[src/rtl/keyframe_index_builder_top_assert.svh]
// ----------------------------------------------------------------------------
// Keyframe index builder assertion macros
// Concurrent assertion wrappers. Defining ASSERT_OFF removes them all.
// ----------------------------------------------------------------------------
`ifndef KEYFRAME_INDEX_BUILDER_TOP_ASSERT_SVH
`define KEYFRAME_INDEX_BUILDER_TOP_ASSERT_SVH

`ifndef ASSERT_OFF
`define KIB_ASSERT(name, clk, rst_n, prop) \
  name: assert property (@(posedge clk) disable iff (!rst_n) (prop)) \
    else $error("keyframe index builder: assertion failed");
`define KIB_ASSERT_IMPL(name, clk, rst_n, ante, cons) \
  name: assert property (@(posedge clk) disable iff (!rst_n) (ante) |-> (cons)) \
    else $error("keyframe index builder: implication failed");
`else
`define KIB_ASSERT(name, clk, rst_n, prop)
`define KIB_ASSERT_IMPL(name, clk, rst_n, ante, cons)
`endif

`endif

[src/rtl/kib_pkg.sv]
// ----------------------------------------------------------------------------
// Keyframe index builder package
// Stream constants, result record and queue types shared by the block.
// ----------------------------------------------------------------------------
package kib_pkg;

  localparam int unsigned HEADER_WINDOW = 50;

  localparam logic [31:0] TAG_VIDEO = 32'h4448_5054;
  localparam logic [31:0] TAG_AUDIO = 32'h0000_01F0;
  localparam logic [31:0] SC_KEY    = 32'h0000_0100;
  localparam logic [31:0] SC_PRED   = 32'h0000_01B6;
  localparam logic [31:0] SC_TIME   = 32'h0000_01B3;
  localparam logic [31:0] SC_RATE   = 32'h0000_01B2;

  localparam logic [7:0] RATE_MAX         = 8'd150;
  localparam logic [7:0] RATE_WILD        = 8'hFF;
  localparam logic [7:0] RATE_WILD_FPS    = 8'd1;
  localparam logic [7:0] RATE_DEFAULT_FPS = 8'd25;

  localparam int unsigned RES_DEPTH = 8;
  localparam int unsigned RES_AW    = $clog2(RES_DEPTH);
  localparam int unsigned RES_CW    = $clog2(RES_DEPTH + 1);
  localparam int unsigned IN_SLACK  = RES_DEPTH - 4;

  localparam int unsigned CFG_IDX_W = 1;
  localparam logic [CFG_IDX_W-1:0] REG_STREAM_LENGTH = 1'b0;
  localparam logic [CFG_IDX_W-1:0] REG_START_OFFSET  = 1'b1;

  localparam int unsigned RES_DATA_W = 156;
  localparam int unsigned TDATA_W    = 160;

  typedef enum logic [1:0] {
    KIND_KEY       = 2'd0,
    KIND_DONE      = 2'd1,
    KIND_NO_FRAMES = 2'd2,
    KIND_BAD_TAG   = 2'd3
  } kind_e;

  typedef struct packed {
    kind_e       kind;
    logic [31:0] frame_position;
    logic [31:0] frame_number;
    logic [31:0] frame_length;
    logic [5:0]  hour_code;
    logic [6:0]  minute_code;
    logic [6:0]  second_code;
    logic [7:0]  frame_rate;
    logic [31:0] total_frames;
  } result_t;

  typedef struct packed {
    logic [1:0] count;
    result_t    first;
    result_t    second;
  } res_push_t;

  typedef struct packed {
    logic [RES_CW-1:0] level;
  } fifo_stat_t;

endpackage

[src/rtl/kib_result_fifo.sv]
// ----------------------------------------------------------------------------
// Keyframe index builder result queue
// Small queue that takes up to two result records per cycle and hands one
// record per beat to the output stream.
// ----------------------------------------------------------------------------
module kib_result_fifo (
  input  logic                   clk_i,
  input  logic                   rst_ni,
  input  kib_pkg::res_push_t     push_i,
  input  logic                   pop_i,
  output kib_pkg::result_t       head_o,
  output logic                   valid_o,
  output kib_pkg::fifo_stat_t    stat_o
);
  import kib_pkg::*;

  result_t           mem_q [RES_DEPTH];
  logic [RES_AW-1:0] wr_q;
  logic [RES_AW-1:0] rd_q;
  logic [RES_CW-1:0] level_q;
  logic              pop;

  assign pop = pop_i && (level_q != '0);

  always_ff @(posedge clk_i) begin
    if (push_i.count != 2'd0) begin
      mem_q[wr_q] <= push_i.first;
    end
    if (push_i.count == 2'd2) begin
      mem_q[wr_q + RES_AW'(1)] <= push_i.second;
    end
  end

  always_ff @(posedge clk_i or negedge rst_ni) begin
    if (!rst_ni) begin
      wr_q    <= '0;
      rd_q    <= '0;
      level_q <= '0;
    end else begin
      wr_q    <= wr_q + RES_AW'(push_i.count);
      rd_q    <= rd_q + RES_AW'(pop);
      level_q <= level_q + RES_CW'(push_i.count) - RES_CW'(pop);
    end
  end

  assign head_o       = mem_q[rd_q];
  assign valid_o      = (level_q != '0);
  assign stat_o.level = level_q;

endmodule

[src/rtl/kib_core.sv]
// ----------------------------------------------------------------------------
// Keyframe index builder frame parser
// Per-byte state update: frame header decode, key frame detection, header
// scan for time code and frame rate, and result record generation.
// ----------------------------------------------------------------------------
module kib_core (
  input  logic                clk_i,
  input  logic                rst_ni,
  input  logic                in_valid_i,
  input  logic [7:0]          in_byte_i,
  input  logic                in_first_i,
  input  logic [31:0]         stream_length_i,
  input  logic [31:0]         start_offset_i,
  output kib_pkg::res_push_t  push_o
);
  import kib_pkg::*;

  localparam logic [2:0] PH_IDLE   = 3'd0;
  localparam logic [2:0] PH_HEADER = 3'd1;
  localparam logic [2:0] PH_VTAG   = 3'd2;
  localparam logic [2:0] PH_KEY    = 3'd3;
  localparam logic [2:0] PH_SKIP   = 3'd4;

  localparam logic [5:0]  IDX_TAG_LAST  = 6'd3;
  localparam logic [5:0]  IDX_LEN_LAST  = 6'd7;
  localparam logic [31:0] OFF_CODE_LAST = 32'd11;

  typedef struct packed {
    logic [31:0] start;
    logic [63:0] hdr;
    logic [31:0] left;
    logic [31:0] sc;
    logic [5:0]  scan_cnt;
    logic        scan_on;
    logic [1:0]  tcap;
    logic [2:0]  rcap;
  } frm_t;

  typedef struct packed {
    logic [31:0] num;
    logic [5:0]  hour;
    logic [6:0]  minute;
    logic [6:0]  second;
    logic [7:0]  rate;
  } ent_t;

  function automatic frm_t fresh_frame(input logic [31:0] start);
    frm_t f;
    f       = '0;
    f.start = start;
    f.sc    = '1;
    return f;
  endfunction

  function automatic logic fits(input logic [32:0] pos, input logic [31:0] limit);
    return ({1'b0, pos} + 34'(HEADER_WINDOW)) <= {2'b00, limit};
  endfunction

  logic [2:0]  phase_q, phase_d;
  logic [31:0] pos_q, pos_d;
  logic [31:0] count_q, count_d;
  frm_t        frm_q, frm_d;
  ent_t        ent_q, ent_d;

  logic        run;
  logic        hit_end;
  logic        fin;
  logic        bad_tag;
  logic        key_out;
  logic        video;
  logic [5:0]  idx;
  logic [31:0] off;
  logic [31:0] len;
  logic [32:0] next_pos;
  logic [7:0]  t0, t1, t2;
  result_t     key_rec, fin_rec, bad_rec;

  always_comb begin
    phase_d  = phase_q;
    pos_d    = pos_q;
    count_d  = count_q;
    frm_d    = frm_q;
    ent_d    = ent_q;
    run      = 1'b0;
    hit_end  = 1'b0;
    fin      = 1'b0;
    bad_tag  = 1'b0;
    key_out  = 1'b0;
    video    = 1'b0;
    idx      = frm_q.scan_cnt;
    len      = '0;
    next_pos = '0;
    t0       = '0;
    t1       = '0;
    t2       = '0;
    key_rec  = '0;

    if (in_valid_i) begin
      if (in_first_i) begin
        pos_d   = start_offset_i;
        count_d = '0;
        ent_d   = '0;
        frm_d   = fresh_frame(start_offset_i);
        phase_d = PH_HEADER;
        if (!fits({1'b0, start_offset_i}, stream_length_i)) begin
          fin = 1'b1;
        end else begin
          run = 1'b1;
        end
      end else if (phase_q != PH_IDLE) begin
        pos_d = pos_q + 32'd1;
        run   = 1'b1;
      end
    end

    off = pos_d - frm_d.start;

    if (run) begin
      unique case (phase_d)
        PH_HEADER: begin
          idx            = frm_d.scan_cnt;
          frm_d.hdr      = {frm_d.hdr[55:0], in_byte_i};
          frm_d.scan_cnt = frm_d.scan_cnt + 6'd1;
          if (idx == IDX_TAG_LAST) begin
            if (frm_d.hdr[31:0] != TAG_VIDEO && frm_d.hdr[31:0] != TAG_AUDIO) begin
              bad_tag = 1'b1;
              phase_d = PH_IDLE;
            end
          end else if (idx == IDX_LEN_LAST) begin
            video = (frm_d.hdr[63:32] == TAG_VIDEO);
            len   = video ? {frm_d.hdr[7:0], frm_d.hdr[15:8],
                             frm_d.hdr[23:16], frm_d.hdr[31:24]}
                          : {16'h0000, frm_d.hdr[23:16], frm_d.hdr[31:24]};
            if ((({2'b00, frm_d.start} + {2'b00, len} + 34'd8) > {2'b00, stream_length_i})
                || (video && (len > stream_length_i))) begin
              fin = 1'b1;
            end else begin
              frm_d.left = len;
              frm_d.sc   = '1;
              phase_d    = (video && (len >= 32'd4)) ? PH_VTAG : PH_SKIP;
              hit_end    = (len == 32'd0);
            end
          end
        end
        PH_VTAG: begin
          frm_d.sc   = {frm_d.sc[23:0], in_byte_i};
          frm_d.left = frm_d.left - 32'd1;
          if (off == OFF_CODE_LAST) begin
            if (frm_d.sc == SC_KEY) begin
              ent_d         = '0;
              ent_d.num     = count_d;
              count_d       = count_d + 32'd1;
              frm_d.scan_on = 1'b1;
              frm_d.tcap    = '0;
              frm_d.rcap    = '0;
              phase_d       = PH_KEY;
            end else begin
              if (frm_d.sc == SC_PRED && count_d != '0) begin
                count_d = count_d + 32'd1;
              end
              phase_d = PH_SKIP;
            end
          end
          hit_end = (frm_d.left == '0);
        end
        PH_KEY: begin
          if (frm_d.tcap != 2'd0) begin
            frm_d.hdr  = {40'h0, frm_d.hdr[15:0], in_byte_i};
            frm_d.tcap = frm_d.tcap - 2'd1;
            if (frm_d.tcap == 2'd0) begin
              t0           = frm_d.hdr[23:16];
              t1           = frm_d.hdr[15:8];
              t2           = frm_d.hdr[7:0];
              ent_d.hour   = {1'b0, t0[7:3]} + 6'd1;
              ent_d.minute = {1'b0, t0[2:0], t1[7:5]} + 7'd1;
              ent_d.second = {1'b0, t1[3:0], t2[7:6]} + 7'd1;
            end
          end
          if (frm_d.rcap != 3'd0) begin
            frm_d.rcap = frm_d.rcap - 3'd1;
            if (frm_d.rcap == 3'd0) begin
              if (in_byte_i > RATE_MAX) begin
                ent_d.rate = (in_byte_i == RATE_WILD) ? RATE_WILD_FPS : RATE_DEFAULT_FPS;
              end else begin
                ent_d.rate = in_byte_i;
              end
            end
          end
          if (frm_d.scan_on && (off < 32'(HEADER_WINDOW))) begin
            frm_d.sc = {frm_d.sc[23:0], in_byte_i};
            priority if (frm_d.sc == SC_TIME) begin
              frm_d.tcap = 2'd3;
              frm_d.hdr  = '0;
            end else if (frm_d.sc == SC_RATE) begin
              frm_d.rcap = 3'd7;
            end else if (frm_d.sc == SC_PRED) begin
              frm_d.scan_on = 1'b0;
            end else begin
            end
          end
          frm_d.left = frm_d.left - 32'd1;
          hit_end    = (frm_d.left == '0);
        end
        PH_SKIP: begin
          frm_d.left = frm_d.left - 32'd1;
          hit_end    = (frm_d.left == '0);
        end
        default: begin
          phase_d = PH_IDLE;
        end
      endcase
    end

    if (hit_end) begin
      key_out                = (phase_d == PH_KEY);
      key_rec.kind           = KIND_KEY;
      key_rec.frame_position = frm_d.start;
      key_rec.frame_number   = ent_d.num;
      key_rec.frame_length   = pos_d - frm_d.start + 32'd1;
      key_rec.hour_code      = ent_d.hour;
      key_rec.minute_code    = ent_d.minute;
      key_rec.second_code    = ent_d.second;
      key_rec.frame_rate     = ent_d.rate;
      next_pos = {1'b0, pos_d} + 33'd1;
      if (next_pos[32] || !fits(next_pos, stream_length_i)) begin
        fin = 1'b1;
      end else begin
        frm_d   = fresh_frame(next_pos[31:0]);
        phase_d = PH_HEADER;
      end
    end

    if (fin) begin
      phase_d = PH_IDLE;
    end

    fin_rec              = '0;
    fin_rec.kind         = (count_d != '0) ? KIND_DONE : KIND_NO_FRAMES;
    fin_rec.total_frames = count_d;
    bad_rec              = '0;
    bad_rec.kind         = KIND_BAD_TAG;

    push_o.first  = key_out ? key_rec : (bad_tag ? bad_rec : fin_rec);
    push_o.second = fin_rec;
    push_o.count  = {1'b0, key_out} + {1'b0, bad_tag} + {1'b0, fin};
  end

  always_ff @(posedge clk_i or negedge rst_ni) begin
    if (!rst_ni) begin
      phase_q <= PH_IDLE;
      pos_q   <= '0;
      count_q <= '0;
      frm_q   <= fresh_frame('0);
      ent_q   <= '0;
    end else begin
      phase_q <= phase_d;
      pos_q   <= pos_d;
      count_q <= count_d;
      frm_q   <= frm_d;
      ent_q   <= ent_d;
    end
  end

endmodule

[src/rtl/keyframe_index_builder_top.sv]
// ----------------------------------------------------------------------------
// Keyframe index builder
// The block takes one stream byte per beat and sustains one byte per clock
// while the input is ready. A byte is parsed while it sits in the input
// register, so its results enter the 8-entry result queue at the clock edge
// after the byte beat. Results leave on the output stream one record per
// beat. The input is ready while the queue holds four records or fewer;
// that queue depth is what sets how long the output side may stall before
// input beats stop. A pass starts with a byte flagged first_byte. Write the
// stream length and start offset registers only while no pass is in flight;
// the block itself does not enforce this.
// ----------------------------------------------------------------------------
`include "keyframe_index_builder_top_assert.svh"

module keyframe_index_builder_top (
  input  logic                            clk_i,
  input  logic                            rst_ni,
  input  logic                            s_axis_tvalid_i,
  output logic                            s_axis_tready_o,
  // [7:0] data_byte
  input  logic [7:0]                      s_axis_tdata_i,
  // [0] first_byte
  input  logic [0:0]                      s_axis_tuser_i,
  output logic                            m_axis_tvalid_o,
  input  logic                            m_axis_tready_i,
  // [31:0] frame_position, [63:32] frame_number, [95:64] frame_length,
  // [101:96] hour_code, [108:102] minute_code, [115:109] second_code,
  // [123:116] frame_rate, [155:124] total_frames, [159:156] zero
  output logic [kib_pkg::TDATA_W-1:0]     m_axis_tdata_o,
  // [1:0] kind
  output logic [1:0]                      m_axis_tuser_o,
  input  logic                            cfg_valid_i,
  output logic                            cfg_ready_o,
  input  logic [kib_pkg::CFG_IDX_W-1:0]   cfg_index_i,
  input  logic [31:0]                     cfg_data_i
);
  import kib_pkg::*;

  logic        in_vld_q;
  logic [7:0]  in_byte_q;
  logic        in_first_q;
  logic [31:0] stream_length_q;
  logic [31:0] start_offset_q;
  logic        in_accept;
  logic        res_pop;
  res_push_t   core_push;
  result_t     head;
  fifo_stat_t  fifo_stat;
  logic [RES_CW:0] level_next;
  logic        push_any;
  logic        pair_kinds_ok;

  assign in_accept       = s_axis_tvalid_i && s_axis_tready_o;
  assign s_axis_tready_o = (fifo_stat.level <= RES_CW'(IN_SLACK));
  assign cfg_ready_o     = 1'b1;
  assign res_pop         = m_axis_tvalid_o && m_axis_tready_i;

  always_ff @(posedge clk_i or negedge rst_ni) begin
    if (!rst_ni) begin
      in_vld_q <= 1'b0;
    end else begin
      in_vld_q <= in_accept;
    end
  end

  always_ff @(posedge clk_i) begin
    if (in_accept) begin
      in_byte_q  <= s_axis_tdata_i;
      in_first_q <= s_axis_tuser_i[0];
    end
  end

  always_ff @(posedge clk_i or negedge rst_ni) begin
    if (!rst_ni) begin
      stream_length_q <= '0;
      start_offset_q  <= '0;
    end else if (cfg_valid_i) begin
      unique case (cfg_index_i)
        REG_STREAM_LENGTH: stream_length_q <= cfg_data_i;
        REG_START_OFFSET:  start_offset_q  <= cfg_data_i;
      endcase
    end
  end

  kib_core u_core (
    .clk_i           (clk_i),
    .rst_ni          (rst_ni),
    .in_valid_i      (in_vld_q),
    .in_byte_i       (in_byte_q),
    .in_first_i      (in_first_q),
    .stream_length_i (stream_length_q),
    .start_offset_i  (start_offset_q),
    .push_o          (core_push)
  );

  kib_result_fifo u_result_fifo (
    .clk_i   (clk_i),
    .rst_ni  (rst_ni),
    .push_i  (core_push),
    .pop_i   (res_pop),
    .head_o  (head),
    .valid_o (m_axis_tvalid_o),
    .stat_o  (fifo_stat)
  );

  assign m_axis_tdata_o = {{(TDATA_W - RES_DATA_W){1'b0}},
                           head.total_frames, head.frame_rate, head.second_code,
                           head.minute_code, head.hour_code, head.frame_length,
                           head.frame_number, head.frame_position};
  assign m_axis_tuser_o = head.kind;

  assign level_next    = (RES_CW+1)'(fifo_stat.level) + (RES_CW+1)'(core_push.count)
                         - (RES_CW+1)'(res_pop);
  assign push_any      = (core_push.count != 2'd0);
  assign pair_kinds_ok = (core_push.first.kind == KIND_KEY)
                         && (core_push.second.kind != KIND_KEY);

  // The queue keeps enough room for every record the parser can produce.
  `KIB_ASSERT(a_queue_no_overflow, clk_i, rst_ni, level_next <= (RES_CW+1)'(RES_DEPTH))
  // Two records from one byte are always a key entry followed by the pass end.
  `KIB_ASSERT_IMPL(a_pair_entry_then_end, clk_i, rst_ni, core_push.count == 2'd2, pair_kinds_ok)
  // Output data only appears after the parser has queued a record.
  `KIB_ASSERT_IMPL(a_output_from_push, clk_i, rst_ni, $rose(m_axis_tvalid_o), $past(push_any))

endmodule
[config.mk]
export PLATFORM = sky130hd
export DESIGN_NAME = keyframe_index_builder_top
export DESIGN_NICKNAME = d
export VERILOG_FILES = /design/src/rtl/kib_pkg.sv /design/src/rtl/kib_result_fifo.sv /design/src/rtl/kib_core.sv /design/src/rtl/keyframe_index_builder_top.sv
export VERILOG_INCLUDE_DIRS = /design/src /design/src/rtl
export SDC_FILE = /design/constraint.sdc
export NUM_CORES = 2
export LEC_CHECK = 0
export BUFFER_PORTS_ARGS = -buffer_cell sky130_fd_sc_hd__buf_2
export CELL_PAD_IN_SITES_DETAIL_PLACEMENT = 1
export CELL_PAD_IN_SITES_GLOBAL_PLACEMENT = 1
export CORE_MARGIN = 3
export CORE_UTILIZATION = 55
export DETAILED_ROUTE_END_ITERATION = 7
export PLACE_DENSITY = 0.9
export SETUP_SLACK_MARGIN = 0.2
export SLEW_MARGIN = 20
export SYNTH_ARGS = -nofsm -noshare
export SYNTH_HDL_FRONTEND = slang
export SYNTH_HIERARCHICAL = 1
export SYNTH_SLANG_ARGS = --single-unit
export TNS_END_PERCENT = 30
[constraint.sdc]
create_clock -name clk_i -period 58.4 [get_ports clk_i]
set_input_delay 8.76 -clock clk_i [delete_from_list [all_inputs] [get_ports clk_i]]
set_output_delay 8.76 -clock clk_i [all_outputs]
set_load 0.02 [all_outputs]
==> reports/results.ini <==
[clock_network]
htree_levels=4
cts_tree=yes
hold_buffers=0
ctsResizeCount=0
cts_root_buffer=clkbuf_16
clk_latency_ns=0.88
cts_setup_buffers=0
clockBufferDepth=3
numCtsBuffers=180
clk_pin_slew_ns=0.06
cts_num_sinks=1631

[synth]
yosysSeqAreaShare_pct=50.1
synth_warnings=6
avgSynthCellArea_um2=13.1
synth_top_area_share_pct=40.6
synth_common_cells=1471 x mux2_2, 1273 x edfxtp_1, 424 x nand2_1
async_reset_ff_share_pct=21.9
synth_area_um2=94200
syn_inst=7185
ys_types=105
synthTopCellsByArea=edfxtp_1 41%, mux2_2 18%, dfrtp_1 8.9%
synth.most_common_cell=mux2_2
synth_edf_count=1273
synth-seq-cells=1631
yosys.area.top_type=edfxtp_1
synthFlopType=edfxtp_1

[global_route]
antenna_found_initial=30
track_usage_pct=40.1
grt_pass1_wl_mm=521
grt.overflow.total=0
grt_max_degree=133
grt_pass1_vias=73746

[die]
die_area_um2=176000
pin_count=212
die_h_um=420
rows=151
initial_core_util_pct=55.5
coreArea_um2=170000
die_x_um=420

[timing]
slew_violations=0
min_period_ns=14.77
setup_violations=0
maxSlewHeadroom_pct=16.8
max_slew.worst_pin.slew_ns=1.21
fmax_ghz=0.0677
finalCritPeriodShare_pct=25.3
finalSetupTns_ns=0
rsz0062_at_grt=false
finalHoldViolCount=0
fin_skew_ns=0.0692

[power]
vdd_drop_max_uv=40.0
p_per_area_nw_per_um2=46.1
p_leak_nw=41.1

[worst_setup_path]
crit_path_max_incr_delay_ns=0.88
cp.required_ns=58.87
worstPathMaxFanout=56
critical_path_class=reg -> reg
slowest_stage=buf_4
critPathLaunchType=flop
end_kind=flop
critical_path_arrival_ns=15.24

[layout]
drive_above_1_share_pct=34.1
design_area_um2=103000
num-nets-final=7582
syn2layout_area_growth_pct=9.59

[route]
drt_iter0_drc=10923
firstDrtPassIters=8
routedWlPerCell_um=36.9
drc=2
ant_nets=0
via_per_inst=7.31
vias=70719
drt_wl_total_mm=356

[place]
hpwl_mm=204
place_congestion=1.00
placed_area_um2=97100
port_buffers=206

[run_status]
failed_checks=design-rule violations
outcome=finished, violations left

[flow_run]
maxCapViolations=0

[min_path]
min_path_type=reg -> reg

final cells by class:
type	instances	area, um2
inverters	145	544
clock inverters	109	1170
flip-flops and latches	1631	47200
clock buffers	232	4850
well taps	2218	2780
multi-input cells	4971	44300
diodes	16	40.0
repair buffers	349	2370
fillers	16115	66600
critical path, delay by kind of cell, from the launching register on:
family	cells	cell delay (ns)
AOI/OAI and AO/OA	17	4.62
DFF	1	0.36
xor gates and xnor gates	1	0.15
adders and majority gates	5	1.93
and+or+nand+nor	7	3.33
muxes	1	0.47
buffers and inverters	7	3.26
placed cells by master (no fill, tap or decap), drive strengths merged, types with 129 or more instances in the layout:
cell / n
conb: 129
xnor2: 137
edfxtp: 1273
mux2: 1491
mux4: 316
ha: 252
a21oi: 271
nor2: 415
buf: 349
dfrtp: 334
o21ai: 199
nand3: 140
clkbuf: 232
nand2: 424
inv: 147
per-stage QoR:
step / power, W / hold slack (ns) / cells / setup WS (ns) / util (%)
2_1_floorplan: 0.00270 / 0.438 / 7311 / 36.33 / -
3_3_place_gp: 0.00336 / 0.487 / 9309 / 44.01 / 57.1
3_5_place_dp: 0.00343 / 0.492 / 9312 / 43.43 / 57.2
4_1_cts: 0.00466 / 0.512 / 9653 / 43.41 / 60.7
5_1_grt: 0.00489 / 0.522 / 9656 / 43.17 / 60.8
6_report: 0.00476 / 0.505 / 9671 / 43.63 / 60.8
cells by family after synthesis:
group | share of synthesized area [%]
adder cells (fa/ha/maj) | 3.45
XOR/XNOR | 2.09
AND/OR/NAND/NOR | 8.17
multiplexers | 26.0
other | 0.0120
AO/OA/AOI/OAI | 6.47
flip-flops | 50.1
buffers and inverters | 3.69
power breakdown:
group	total, W	internal [W]	switching (W)
combinational	0.00217	0.000757	0.00142
clock	0.00119	0.000664	0.000529
sequential	0.00139	0.00129	0.0000961
total	0.00476	0.00272	0.00204
layer usage:
| layer | part of all wire, % | vias up | GRT usage (%) |
|---|---|---|---|
| li1 | - | 27541 | - |
| met1 | 36 | 35678 | 51.7 |
| met2 | 45 | 5900 | 61.2 |
| met3 | 13 | 1578 | 11.9 |
| met4 | 6.4 | 22 | 21.5 |
| met5 | 0.052 | - | 0.222 |
path summary, 6_finish.rpt:
path                                    startpoint                    endpoint  slack (ns)  cells after the start
worst max-delay path                    in_first_q  u_result_fifo/mem_q[7][72]       43.63                     38
worst min-delay path            stream_length_q[5]          stream_length_q[5]        0.51                      1
worst max register to register          in_first_q  u_result_fifo/mem_q[7][72]       43.63                     38
worst min register to register  stream_length_q[5]          stream_length_q[5]        0.51                      1
max in group asynchronous                   rst_ni            u_core/pos_q[11]       48.28                      3
min in group asynchronous                   rst_ni     u_result_fifo/stat_o[0]        7.86                      1
sequential cells by signal, indices dropped and copies added, names as in the netlist:
| register | flops |
|---|---|
| u_result_fifo/stat_o | 4 |
| u_result_fifo/rd_q | 3 |
| in_byte_q | 8 |
| in_first_q | 1 |
| stream_length_q | 32 |
| u_core/phase_q | 3 |
| u_core/ent_q | 60 |
| u_result_fifo/mem_q | 1264 |
| u_core/frm_q | 156 |
| u_core/pos_q | 32 |
| u_result_fifo/wr_q | 3 |
| in_vld_q | 1 |
| u_core/count_q | 32 |
| start_offset_q | 32 |
Power figures use the tool's default switching activity.
